$ cat src/design/dgyro_pkg.sv
// Shared types and constants of the dual gyro SPI poll sequencer.
package dgyro_pkg;

    // Word phases of the polling round.
    typedef enum logic [3:0] {
        PH_START = 4'd0,
        PH_G1_HI = 4'd1,
        PH_G1_LO = 4'd2,
        PH_G2_HI = 4'd3,
        PH_G2_LO = 4'd4,
        PH_T1_HI = 4'd5,
        PH_T1_LO = 4'd6,
        PH_T2_HI = 4'd7,
        PH_T2_LO = 4'd8
    } phase_t;

    // Configuration register indexes.
    localparam logic [2:0] CFG_CMD_RATE_HIGH     = 3'd0;
    localparam logic [2:0] CFG_CMD_RATE_LOW      = 3'd1;
    localparam logic [2:0] CFG_CMD_TEMP_HIGH     = 3'd2;
    localparam logic [2:0] CFG_CMD_TEMP_LOW      = 3'd3;
    localparam logic [2:0] CFG_SECOND_CHIP_CODE  = 3'd4;
    localparam logic [2:0] CFG_SINGLE_MODE       = 3'd5;

    // Store targets.
    localparam logic [1:0] TGT_RATE_ONE = 2'd0;
    localparam logic [1:0] TGT_RATE_TWO = 2'd1;
    localparam logic [1:0] TGT_TEMP_ONE = 2'd2;
    localparam logic [1:0] TGT_TEMP_TWO = 2'd3;

    localparam logic [1:0] CHIP_FIRST = 2'd0;
    localparam logic [1:0] SECOND_CHIP_RESET = 2'd1;

    typedef struct packed {
        logic [7:0] cmd_rate_high;
        logic [7:0] cmd_rate_low;
        logic [7:0] cmd_temp_high;
        logic [7:0] cmd_temp_low;
        logic [1:0] second_chip_code;
        logic       single_sensor_mode;
    } cfg_t;

    typedef struct packed {
        logic [7:0]  tx_byte;
        logic [1:0]  chip_code;
        logic        cs_pulse;
        logic        store_valid;
        logic [1:0]  store_target;
        logic [5:0]  store_index;
        logic [15:0] store_value;
    } result_t;

    // Side effects of one item on the counters and flags held in the top level.
    typedef struct packed {
        logic clear_pos;
        logic adv_one;
        logic adv_two;
        logic clear_pending;
        logic load_held;
    } ctrl_t;

endpackage

$ cat src/design/dgyro_seq_core.sv
// Phase sequencer of the poll round: next phase, result item and state side effects.
module dgyro_seq_core (
    input  dgyro_pkg::phase_t  phase,
    input  logic [7:0]         held_high_byte,
    input  logic               pending,
    input  logic [7:0]         rx_byte,
    input  logic [5:0]         idx_one,
    input  logic [5:0]         idx_two,
    input  dgyro_pkg::cfg_t    cfg,
    output dgyro_pkg::phase_t  phase_next,
    output logic [7:0]         held_next,
    output dgyro_pkg::result_t result,
    output dgyro_pkg::ctrl_t   ctrl
);

    logic [15:0] word;
    logic [7:0]  rx_signed;

    assign word = {held_high_byte, rx_byte};
    // Rate replies carry a 12-bit two's complement value.
    assign rx_signed = {{4{rx_byte[3]}}, rx_byte[3:0]};

    always_comb
    begin
        case (phase)
            dgyro_pkg::PH_START: phase_next = dgyro_pkg::PH_G1_HI;
            dgyro_pkg::PH_G1_HI: phase_next = dgyro_pkg::PH_G1_LO;
            dgyro_pkg::PH_G1_LO: phase_next = cfg.single_sensor_mode ?
                                              dgyro_pkg::PH_G1_HI : dgyro_pkg::PH_G2_HI;
            dgyro_pkg::PH_G2_HI: phase_next = dgyro_pkg::PH_G2_LO;
            dgyro_pkg::PH_G2_LO: phase_next = pending ?
                                              dgyro_pkg::PH_T1_HI : dgyro_pkg::PH_G1_HI;
            dgyro_pkg::PH_T1_HI: phase_next = dgyro_pkg::PH_T1_LO;
            dgyro_pkg::PH_T1_LO: phase_next = dgyro_pkg::PH_T2_HI;
            dgyro_pkg::PH_T2_HI: phase_next = dgyro_pkg::PH_T2_LO;
            dgyro_pkg::PH_T2_LO: phase_next = dgyro_pkg::PH_G1_HI;
            default:             phase_next = dgyro_pkg::PH_START;
        endcase
    end

    always_comb
    begin
        result    = '0;
        ctrl      = '0;
        held_next = held_high_byte;
        case (phase)
            dgyro_pkg::PH_START:
            begin
                ctrl.clear_pos   = 1'b1;
                result.tx_byte   = cfg.cmd_rate_high;
                result.chip_code = dgyro_pkg::CHIP_FIRST;
                result.cs_pulse  = 1'b1;
            end
            dgyro_pkg::PH_G1_HI:
            begin
                held_next        = rx_signed;
                result.tx_byte   = cfg.cmd_rate_low;
                result.chip_code = dgyro_pkg::CHIP_FIRST;
            end
            dgyro_pkg::PH_G1_LO:
            begin
                ctrl.adv_one        = 1'b1;
                result.store_valid  = 1'b1;
                result.store_target = dgyro_pkg::TGT_RATE_ONE;
                result.store_index  = idx_one;
                result.store_value  = word;
                result.tx_byte      = cfg.cmd_rate_high;
                result.cs_pulse     = 1'b1;
                result.chip_code    = cfg.single_sensor_mode ?
                                      dgyro_pkg::CHIP_FIRST : cfg.second_chip_code;
            end
            dgyro_pkg::PH_G2_HI:
            begin
                held_next        = rx_signed;
                result.tx_byte   = cfg.cmd_rate_low;
                result.chip_code = cfg.second_chip_code;
            end
            dgyro_pkg::PH_G2_LO:
            begin
                ctrl.adv_two        = 1'b1;
                result.store_valid  = 1'b1;
                result.store_target = dgyro_pkg::TGT_RATE_TWO;
                result.store_index  = idx_two;
                result.store_value  = word;
                result.chip_code    = dgyro_pkg::CHIP_FIRST;
                result.cs_pulse     = 1'b1;
                result.tx_byte      = pending ? cfg.cmd_temp_high : cfg.cmd_rate_high;
            end
            dgyro_pkg::PH_T1_HI:
            begin
                held_next        = rx_byte;
                result.tx_byte   = cfg.cmd_temp_low;
                result.chip_code = dgyro_pkg::CHIP_FIRST;
            end
            dgyro_pkg::PH_T1_LO:
            begin
                result.store_valid  = 1'b1;
                result.store_target = dgyro_pkg::TGT_TEMP_ONE;
                result.store_value  = word;
                result.tx_byte      = cfg.cmd_temp_high;
                result.chip_code    = cfg.second_chip_code;
                result.cs_pulse     = 1'b1;
            end
            dgyro_pkg::PH_T2_HI:
            begin
                held_next        = rx_byte;
                result.tx_byte   = cfg.cmd_temp_low;
                result.chip_code = cfg.second_chip_code;
            end
            dgyro_pkg::PH_T2_LO:
            begin
                ctrl.clear_pending  = 1'b1;
                result.store_valid  = 1'b1;
                result.store_target = dgyro_pkg::TGT_TEMP_TWO;
                result.store_value  = word;
                result.tx_byte      = cfg.cmd_rate_high;
                result.chip_code    = dgyro_pkg::CHIP_FIRST;
                result.cs_pulse     = 1'b1;
            end
            default:
            begin
                result = '0;
            end
        endcase
        ctrl.load_held = (held_next != held_high_byte);
    end

endmodule

$ cat src/design/dual_gyro_spi_poll_sequencer.sv
// Top level of the dual gyro SPI poll sequencer: state, configuration and result register.
//
//   channel   direction  handshake            payload
//   in        input      in_valid / in_ready  rx_byte, temp_request
//   out       output     out_valid/out_ready  tx_byte, chip_code, cs_pulse, store_*
//   cfg       input      cfg_wr_en            cfg_index, cfg_data
//
// One item is taken per cycle unless stalled; its result appears in the next cycle.
// The phase decode and the ring position increment sit between the state
// registers and the result register, so that path sets the rate.
// A new item is accepted while the result register is empty or being emptied.
// Reset returns the phase to start, clears ring positions, held byte and pending
// flag, and puts the configuration back to its reset values.
module dual_gyro_spi_poll_sequencer #(
    parameter int RING_DEPTH_ONE = 64,
    parameter int RING_DEPTH_TWO = 64
) (
    input  logic        clk,
    input  logic        rst_n,
    input  logic        in_valid,
    output logic        in_ready,
    input  logic [7:0]  rx_byte,
    input  logic        temp_request,
    output logic        out_valid,
    input  logic        out_ready,
    output logic [7:0]  tx_byte,
    output logic [1:0]  chip_code,
    output logic        cs_pulse,
    output logic        store_valid,
    output logic [1:0]  store_target,
    output logic [5:0]  store_index,
    output logic [15:0] store_value,
    input  logic        cfg_wr_en,
    input  logic [2:0]  cfg_index,
    input  logic [7:0]  cfg_data
);

    localparam int PW1 = (RING_DEPTH_ONE > 2) ? $clog2(RING_DEPTH_ONE) : 1;
    localparam int PW2 = (RING_DEPTH_TWO > 2) ? $clog2(RING_DEPTH_TWO) : 1;
    localparam logic [PW1:0] DEPTH_ONE = (PW1 + 1)'(RING_DEPTH_ONE);
    localparam logic [PW2:0] DEPTH_TWO = (PW2 + 1)'(RING_DEPTH_TWO);

    dgyro_pkg::cfg_t    cfg_reg;
    dgyro_pkg::phase_t  phase_reg;
    dgyro_pkg::phase_t  phase_next;
    logic [7:0]         held_reg;
    logic [7:0]         held_next;
    logic [PW1-1:0]     pos_one_reg;
    logic [PW1-1:0]     pos_one_next;
    logic [PW2-1:0]     pos_two_reg;
    logic [PW2-1:0]     pos_two_next;
    logic               pending_reg;
    logic               pending_next;
    logic               pending_now;
    logic [PW1:0]       inc_one;
    logic [PW2:0]       inc_two;
    logic               accept;
    logic               out_valid_reg;
    dgyro_pkg::result_t result_reg;
    dgyro_pkg::result_t result_next;
    dgyro_pkg::ctrl_t   ctrl;

    assign in_ready    = !out_valid_reg || out_ready;
    assign accept      = in_valid && in_ready;
    // A request arriving with this item is seen by this item.
    assign pending_now = pending_reg || temp_request;

    dgyro_seq_core u_core (
        .phase          (phase_reg),
        .held_high_byte (held_reg),
        .pending        (pending_now),
        .rx_byte        (rx_byte),
        .idx_one        (6'(pos_one_reg)),
        .idx_two        (6'(pos_two_reg)),
        .cfg            (cfg_reg),
        .phase_next     (phase_next),
        .held_next      (held_next),
        .result         (result_next),
        .ctrl           (ctrl)
    );

    assign inc_one = (PW1 + 1)'(pos_one_reg) + 1'b1;
    assign inc_two = (PW2 + 1)'(pos_two_reg) + 1'b1;

    always_comb
    begin
        pos_one_next = pos_one_reg;
        pos_two_next = pos_two_reg;
        if (ctrl.clear_pos)
        begin
            pos_one_next = '0;
            pos_two_next = '0;
        end
        if (ctrl.adv_one)
        begin
            pos_one_next = (inc_one >= DEPTH_ONE) ? '0 : inc_one[PW1-1:0];
        end
        if (ctrl.adv_two)
        begin
            pos_two_next = (inc_two >= DEPTH_TWO) ? '0 : inc_two[PW2-1:0];
        end
        pending_next = ctrl.clear_pending ? 1'b0 : pending_now;
    end

    always_ff @(posedge clk or negedge rst_n)
    begin
        if (!rst_n)
        begin
            cfg_reg <= '{cmd_rate_high: 8'd0, cmd_rate_low: 8'd0, cmd_temp_high: 8'd0,
                         cmd_temp_low: 8'd0,
                         second_chip_code: dgyro_pkg::SECOND_CHIP_RESET,
                         single_sensor_mode: 1'b0};
        end
        else if (cfg_wr_en)
        begin
            case (cfg_index)
                dgyro_pkg::CFG_CMD_RATE_HIGH:    cfg_reg.cmd_rate_high <= cfg_data;
                dgyro_pkg::CFG_CMD_RATE_LOW:     cfg_reg.cmd_rate_low  <= cfg_data;
                dgyro_pkg::CFG_CMD_TEMP_HIGH:    cfg_reg.cmd_temp_high <= cfg_data;
                dgyro_pkg::CFG_CMD_TEMP_LOW:     cfg_reg.cmd_temp_low  <= cfg_data;
                dgyro_pkg::CFG_SECOND_CHIP_CODE: cfg_reg.second_chip_code <= cfg_data[1:0];
                dgyro_pkg::CFG_SINGLE_MODE:      cfg_reg.single_sensor_mode <= cfg_data[0];
                default:                         cfg_reg <= cfg_reg;
            endcase
        end
    end

    always_ff @(posedge clk or negedge rst_n)
    begin
        if (!rst_n)
        begin
            phase_reg     <= dgyro_pkg::PH_START;
            held_reg      <= '0;
            pos_one_reg   <= '0;
            pos_two_reg   <= '0;
            pending_reg   <= 1'b0;
            out_valid_reg <= 1'b0;
        end
        else
        begin
            if (accept)
            begin
                phase_reg   <= phase_next;
                pos_one_reg <= pos_one_next;
                pos_two_reg <= pos_two_next;
                pending_reg <= pending_next;
                if (ctrl.load_held)
                begin
                    held_reg <= held_next;
                end
                out_valid_reg <= 1'b1;
            end
            else if (out_ready)
            begin
                out_valid_reg <= 1'b0;
            end
        end
    end

    always_ff @(posedge clk)
    begin
        if (accept)
        begin
            result_reg <= result_next;
        end
    end

    assign out_valid    = out_valid_reg;
    assign tx_byte      = result_reg.tx_byte;
    assign chip_code    = result_reg.chip_code;
    assign cs_pulse     = result_reg.cs_pulse;
    assign store_valid  = result_reg.store_valid;
    assign store_target = result_reg.store_target;
    assign store_index  = result_reg.store_index;
    assign store_value  = result_reg.store_value;

    // An accepted item always leaves a result behind it.
    a_accept_gives_result: assert property (@(posedge clk) disable iff (!rst_n)
        accept |=> out_valid_reg)
        else $error("accepted item produced no result");

    // Every completed reply word ends a word, so chip select is pulsed.
    a_store_has_pulse: assert property (@(posedge clk) disable iff (!rst_n)
        (out_valid_reg && result_reg.store_valid) |-> result_reg.cs_pulse)
        else $error("store record without chip select pulse");

    // Finishing the second temperature word drops the pending request.
    a_pending_cleared: assert property (@(posedge clk) disable iff (!rst_n)
        (accept && phase_reg == dgyro_pkg::PH_T2_LO) |=> !pending_reg)
        else $error("temperature request still pending after round");

    // Ring positions stay inside their rings.
    a_ring_bounds: assert property (@(posedge clk) disable iff (!rst_n)
        ((PW1 + 1)'(pos_one_reg) < DEPTH_ONE) && ((PW2 + 1)'(pos_two_reg) < DEPTH_TWO))
        else $error("ring position beyond ring depth");

    // A result waiting on a stalled output is not overwritten.
    a_no_overwrite: assert property (@(posedge clk) disable iff (!rst_n)
        (out_valid_reg && !out_ready) |=> $stable(result_reg))
        else $error("stalled result overwritten");

endmodule

$ cat config.mk
export PLATFORM = sky130hd
export DESIGN_NAME = dual_gyro_spi_poll_sequencer
export DESIGN_NICKNAME = d
export VERILOG_FILES = /design/src/design/dgyro_pkg.sv /design/src/design/dgyro_seq_core.sv /design/src/design/dual_gyro_spi_poll_sequencer.sv
export SDC_FILE = /design/constraint.sdc
export NUM_CORES = 1
export LEC_CHECK = 0
export BUFFER_PORTS_ARGS = -buffer_cell sky130_fd_sc_hd__buf_4
export CORE_UTILIZATION = 55
export CTS_BUF_LIST = sky130_fd_sc_hd__clkbuf_2 sky130_fd_sc_hd__clkbuf_4 sky130_fd_sc_hd__clkbuf_8
export DETAILED_ROUTE_END_ITERATION = 10
export GPL_TIMING_DRIVEN = 0
export PLACE_DENSITY_LB_ADDON = 0.08
export SLEW_MARGIN = 20
export SYNTH_ARGS = -nofsm -noshare
export SYNTH_HDL_FRONTEND = slang
export SYNTH_SLANG_ARGS = --single-unit
export TNS_END_PERCENT = 50
$ cat constraint.sdc
create_clock -name clk -period 6.1 [get_ports clk]
set_input_delay 1.22 -clock clk [delete_from_list [all_inputs] [get_ports clk]]
set_output_delay 1.22 -clock clk [all_outputs]
set_load 0.02 [all_outputs]
# --- Word-level counts from Yosys, hierarchy flattened ---
# Cells that the tools add are included.
classes:
  muxes: 22
  n_eq_ne: 14
  n_reduce_logical: 23
  order_cmp: 2
  addsub: 2
ops:
  columns: ["op", "n"]
  rows:
  - ["10-bit one-hot mux with 8 select lines", 1]
  - ["4-bit one-hot mux with 8 select lines", 1]
  - ["6-bit 2-to-1 mux", 5]
  - ["2-bit AND reduction", 9]
  - ["4-bit by 3-bit equality test with 1-bit output (second input constant)", 4]
  - ["8-bit one-hot mux with 2 select lines", 1]
  - ["6-bit by 1-bit adder with 7-bit output (second input constant)", 2]
  - ["7-bit >= comparator (second input constant)", 2]
  - ["3-bit one-hot mux with 4 select lines", 1]
  - ["6-bit one-hot mux with 2 select lines", 1]
  - ["4-bit by 2-bit equality test with 1-bit output (second input constant)", 2]
  - ["1-bit 2-to-1 mux", 8]
  - ["8-bit 2-to-1 mux", 1]
  - ["8-bit inequality test", 1]
  - ["3-bit by 2-bit equality test with 1-bit output (second input constant)", 2]
  - ["3-bit equality test (second input constant)", 2]
  - ["2-bit nonzero test", 3]
  - ["2-bit OR reduction", 3]
  - ["5-bit OR reduction", 1]
  - ["4-bit by 1-bit equality test with 1-bit output (second input constant)", 1]
  - ["4-bit equality test (second input constant)", 1]
  - ["4-bit zero test", 1]
  - ["2-bit 2-to-1 mux", 2]
  - ["4-bit OR reduction", 1]
  - ["6 further kinds", 7]
totals:
  in_bits: 25
  out_inout_bits: 38
  ff_bits: 97

# --- Logic depth before layout (Yosys ltp) ---
logic_depth:
  ltp_word: 5
  depth_mapped: 7
  depth_no_buf: 6

# --- Hierarchy ---
# From an unflattened synthesis, not the netlist that was laid out.
unflattened:
  hier_cells: 345
  area_unflattened_um2: 4501.8
modules_own_cells:
  columns: ["module", "n_inst", "cells_each", "area_per_inst_um2"]
  rows:
  - ["dual_gyro_spi_poll_sequencer", 1, 225, 3627.2]
  - ["dgyro_seq_core", 1, 120, 874.6]

# --- Worst setup path before layout ---
# No wires, ideal clock.
synth_path:
  path_type: "input to register"
  from: "input out_ready"
  to: "register held_reg[0]"
  n_path_buf: 0
  setup_slack_ns: 2.682
  t_arrival_ns: 3.293
  cell_stages: 6
  cell_sequence: "nand2b_2 > nand2_1 > inv_1 > nand2b_1 > a21oi_2 > mux2_2"
synth_between:
  elab_chain_len: 3
synth_rtl:
  columns: ["item", "line_no", "rtl"]
  rows:
  - ["start: declaration", "dual_gyro_spi_poll_sequencer.sv:25", "input logic out_ready,"]
  - ["1-bit logical OR", "dual_gyro_spi_poll_sequencer.sv:63", "assign in_ready = !out_valid_reg || out_ready;"]
  - ["1-bit logical AND", "dual_gyro_spi_poll_sequencer.sv:64", "assign accept = in_valid && in_ready;"]
  - ["net accept", "dual_gyro_spi_poll_sequencer.sv:57", "logic accept;"]
  - ["2-bit AND reduction (no source line)", null, null]
  - ["end signal: assignment", "dual_gyro_spi_poll_sequencer.sv:149", "held_reg <= held_next;"]
  - ["end: declaration", "dual_gyro_spi_poll_sequencer.sv:46", "logic [7:0] held_reg;"]
# The timed path passes the listed nets, and every way through them passes these cells.
# A chain may end at the register's enable or synchronous reset.

# --- Worst setup path after layout ---
layout_path:
  from: "input out_ready"
  to: "output in_ready"
layout_between:
  elab_chain_len: 1
layout_rtl:
  columns: ["item", "line_no", "rtl"]
  rows:
  - ["1-bit logical OR", "dual_gyro_spi_poll_sequencer.sv:63", null]
  - ["end: declaration", "dual_gyro_spi_poll_sequencer.sv:21", "output logic in_ready,"]
# No other way between the ends.

==> reports/results.env <==
ANTENNA_FOUND_INITIAL=0
CTS_SETUP_BUFFERS=0
ASYNC_RESET_FF_SHARE_PCT=62.9
NETLIST_INSTANCES=330
FINALWORSTPATHREQUIREDPERIOD_NS=2.94
HOLD_FIX_BUFFERS_CTS=0
FINALSETUPVIOLATIONS=0
WL_UM=8000
WORST_EP_ARRIVAL_TIME_NS=1.72
SYNTH_TOP_FAMILY_BY_AREA='multiplexers'
NUMBER_OF_BUFFERS_CREATED_BY_CTS=9
LARGEST_REGISTER_FF_COUNT=35
GR-TOTAL-OVERFLOW=0
FILLCELLCOUNT=572
CLK_PIN_SLEW_NS=0.08
DETAIL-ROUTE-ANTENNA-NETS=0
TRITONCTS='done'
YOSYS.AREA_SHARE.XOR_XNOR_PCT=2.24
HOLD_PATH.CLASS='flip-flop to flip-flop'
FIRST_ITER_VIOLATIONS=121
OUTCOME='finished, final reports clean'
DIE_H_UM=90.4
AVGROUTEDWIREPERCELL_UM=15.8
AREA_OCCUPIED_BY_REGISTERS_MM2=0.00261
CRIT_REQUIRED_NS=4.88
MAX_CAP_VIOLATIONS=0
CRIT_END_ELEMENT='output pin'
GRTUSAGETOTAL_PCT=21.3
P_LEAK_nW=2.17
LAYOUT.CELL_AREA.NON_FILLER_MM2=0.00509
DIE_W_UM=90.4
WORSTMARGINPINSLEW_NS=1.06
SYNTH.AREA.TOP_CELLS='sky130_fd_sc_hd__dfrtp_1, sky130_fd_sc_hd__edfxtp_1, sky130_fd_sc_hd__mux2_2'
POST_ROUTE_CELLS_DRIVE_ABOVE_1_SHARE_PCT=32.8
DPL_WORST_SLACK_NS=2.91
YOSYSSEQAREASHARE_PCT=60.7
FP-ROW-COUNT=31
SYNTH_ENABLE_FLOP_CELLS=36
FINALCLOCKSKEW_NS=0.00796
CTS_BUFFER_DEPTH=2
TIMING_WORST_SETUP_PATH_TYPE='primary input to output pin'
LAYOUT_WORST_PATH_CYCLE_SHARE_PCT=48.1
HTREEDEPTH=3
DRT_DRC=0
HOLD_VIOL_FINAL=0
CTS.REPAIR.RESIZED=0
COUNT_OF_VIAS_PLACED_BY_THE_DETAILED_ROUTER=2809
LARGEST_NET_DEGREE_AT_THE_START_OF_GLOBAL_ROUTING=62
SYNTH-SEQ-CELLS=97
SYNTH_TOP_AREA_CELL='sky130_fd_sc_hd__dfrtp_1'
SYNTH_COMPOUND_AREA_SHARE_PCT=8.09
YOSYS.AREA_SHARE.ADDER_PCT=0.582
SETUP_TNS_NS=0
CLOCK_SINKS=97
IRDROPWORSTVDD_mV=0.200
POWER.TOTAL_mW=2.08
CRIT_PATH_START_KIND='primary input'
LAYOUT_SETUP_WS_NS=3.16
CELL_CHOSEN_FOR_THE_CLOCK_ROOT='sky130_fd_sc_hd__clkbuf_8'
ANTENNA-DIODE-COUNT=0
FINAL_ESTIMATED_ROUTING_CONGESTION_IN_GLOBAL_PLACEMENT=0.793
FIN_NETS=430
DRT_PRE_ANTENNA_ITERS=4
SYNTHMOSTINSTANTIATEDCELL='sky130_fd_sc_hd__dfrtp_1'
CORE_REGION_AREA_MM2=0.00741
SYNTH_TOP_CELLS_BY_COUNT='sky130_fd_sc_hd__dfrtp_1, sky130_fd_sc_hd__mux2_2, sky130_fd_sc_hd__edfxtp_1, sky130_fd_sc_hd__nand2_1, sky130_fd_sc_hd__nor2_1'
SYNTH_AREA_PER_CELL_UM2=13.0
CLOCK_LATENCY_NS=0.36
MULTI_INPUT_GATE_AREA_MM2=0.00162
SYN_NETS=357
GRT_FIRST_PASS_WIRELENGTH_UM=13400
HPWL_UM=5470
YS.FLOP_TYPE='sky130_fd_sc_hd__dfrtp_1'
SYN_TO_FINAL_GROWTH_PCT=18.4
SYNTH_TOP_AREA_SHARE_PCT=34.9
IO_PINS=63
MUX_CONTRIBUTION_TO_SYNTHESIZED_AREA_PCT=13.6
POWER_DENSITY_mW_PER_MM2=408
DIE_AREA_MM2=0.00817
CRIT_PATH_MAX_FANOUT=6
DRT-VIAS-PER-INSTANCE=5.54
SLEW_VIOLATIONS=0
NETLIST_AREA_MM2=0.00430
ACHIEVABLE-FREQUENCY_GHz=0.340
YS.WARNINGS.COUNT=0
GRT_PASS1_VIAS=2728
GRT_SETUP_UNREPAIRED='no'
IO_BUFFERS=61
INITIAL_CORE_UTIL_PCT=58.0
YOSYS.AREA_SHARE.SIMPLE_PCT=13.2
TIMING.MAX_SLEW.REL_SLACK_PCT=29.3
POST_DP_CELL_AREA_MM2=0.00490
YOSYSUNIQUECELLTYPES=45
## path summary, 6_finish.rpt
| kind | end | cells past startpoint | slack [ns] | from |
|---|---|---|---|---|
| worst min-delay path | cfg_reg[29] | 1 | 0.51 | cfg_reg[29] |
| worst min register to register | cfg_reg[29] | 1 | 0.51 | cfg_reg[29] |
| worst max-delay path | in_ready | 3 | 3.16 | out_ready |
| min in group asynchronous | pos_one_reg[1] | 1 | 0.92 | rst_n |
| worst max register to register | held_reg[2] | 7 | 3.87 | out_valid |
| max in group asynchronous | cfg_reg[9] | 1 | 4.67 | rst_n |
## worst max-delay path: stages
cell                       delay [ns]
sky130_fd_sc_hd__buf_4           0.10
sky130_fd_sc_hd__nand2b_2        0.21
sky130_fd_sc_hd__buf_4           0.18
## report_power, final
group / internal, mW / switching, mW
clock: 0.191 / 0.215
sequential: 0.864 / 0.0966
combinational: 0.329 / 0.380
## logic make-up after synthesis
group                    Yosys count
AO/OA/AOI/OAI                     48
XOR/XNOR                          11
adder cells (fa/ha/maj)            2
buffers and inverters             15
flip-flops                        97
multiplexers                      53
AND/OR/NAND/NOR                  104
## placed cells by master (no fill, tap or decap), types with 8 or more instances in the layout
cell type,Yosys,layout
sky130_fd_sc_hd__o21ai_0,10,10
sky130_fd_sc_hd__edfxtp_1,36,36
sky130_fd_sc_hd__clkbuf_8,0,9
sky130_fd_sc_hd__dfrtp_1,60,60
sky130_fd_sc_hd__mux2i_1,10,10
sky130_fd_sc_hd__a22o_1,8,8
sky130_fd_sc_hd__nand3_1,8,8
sky130_fd_sc_hd__and2_1,18,18
sky130_fd_sc_hd__nor2_1,23,23
sky130_fd_sc_hd__xnor2_1,8,8
sky130_fd_sc_hd__a221o_1,8,8
sky130_fd_sc_hd__mux2_2,43,43
sky130_fd_sc_hd__buf_4,0,61
sky130_fd_sc_hd__nand2_1,25,25
## stage by stage
step	hold slack (ns)	cells	utilization [%]
finish	0.512	507	68.7
global route	0.535	507	68.7
detailed placement	0.494	491	66.1
floorplan	0.472	330	-
global placement	0.488	490	65.9
CTS	0.515	507	68.7
## final cells by class
cell class,instances,share of cell area (%)
sequential,97,51.3
multi-input combinational,218,31.8
timing repair buffer,62,9.39
clock buffer,10,2.58
tap,99,2.43
clock inverter,6,1.16
buffer,12,1.13
inverter,3,0.221
## per-layer routing
layer | global-route usage (%) | vias to the layer above | share of wire, %
met5 | 0 | - | 0
met4 | 9.01 | 0 | 1.8
met3 | 3.70 | 12 | 3.7
met2 | 36.5 | 69 | 51
met1 | 26.8 | 1373 | 43
li1 | - | 1355 | -
Power figures use the tool's default switching activity.
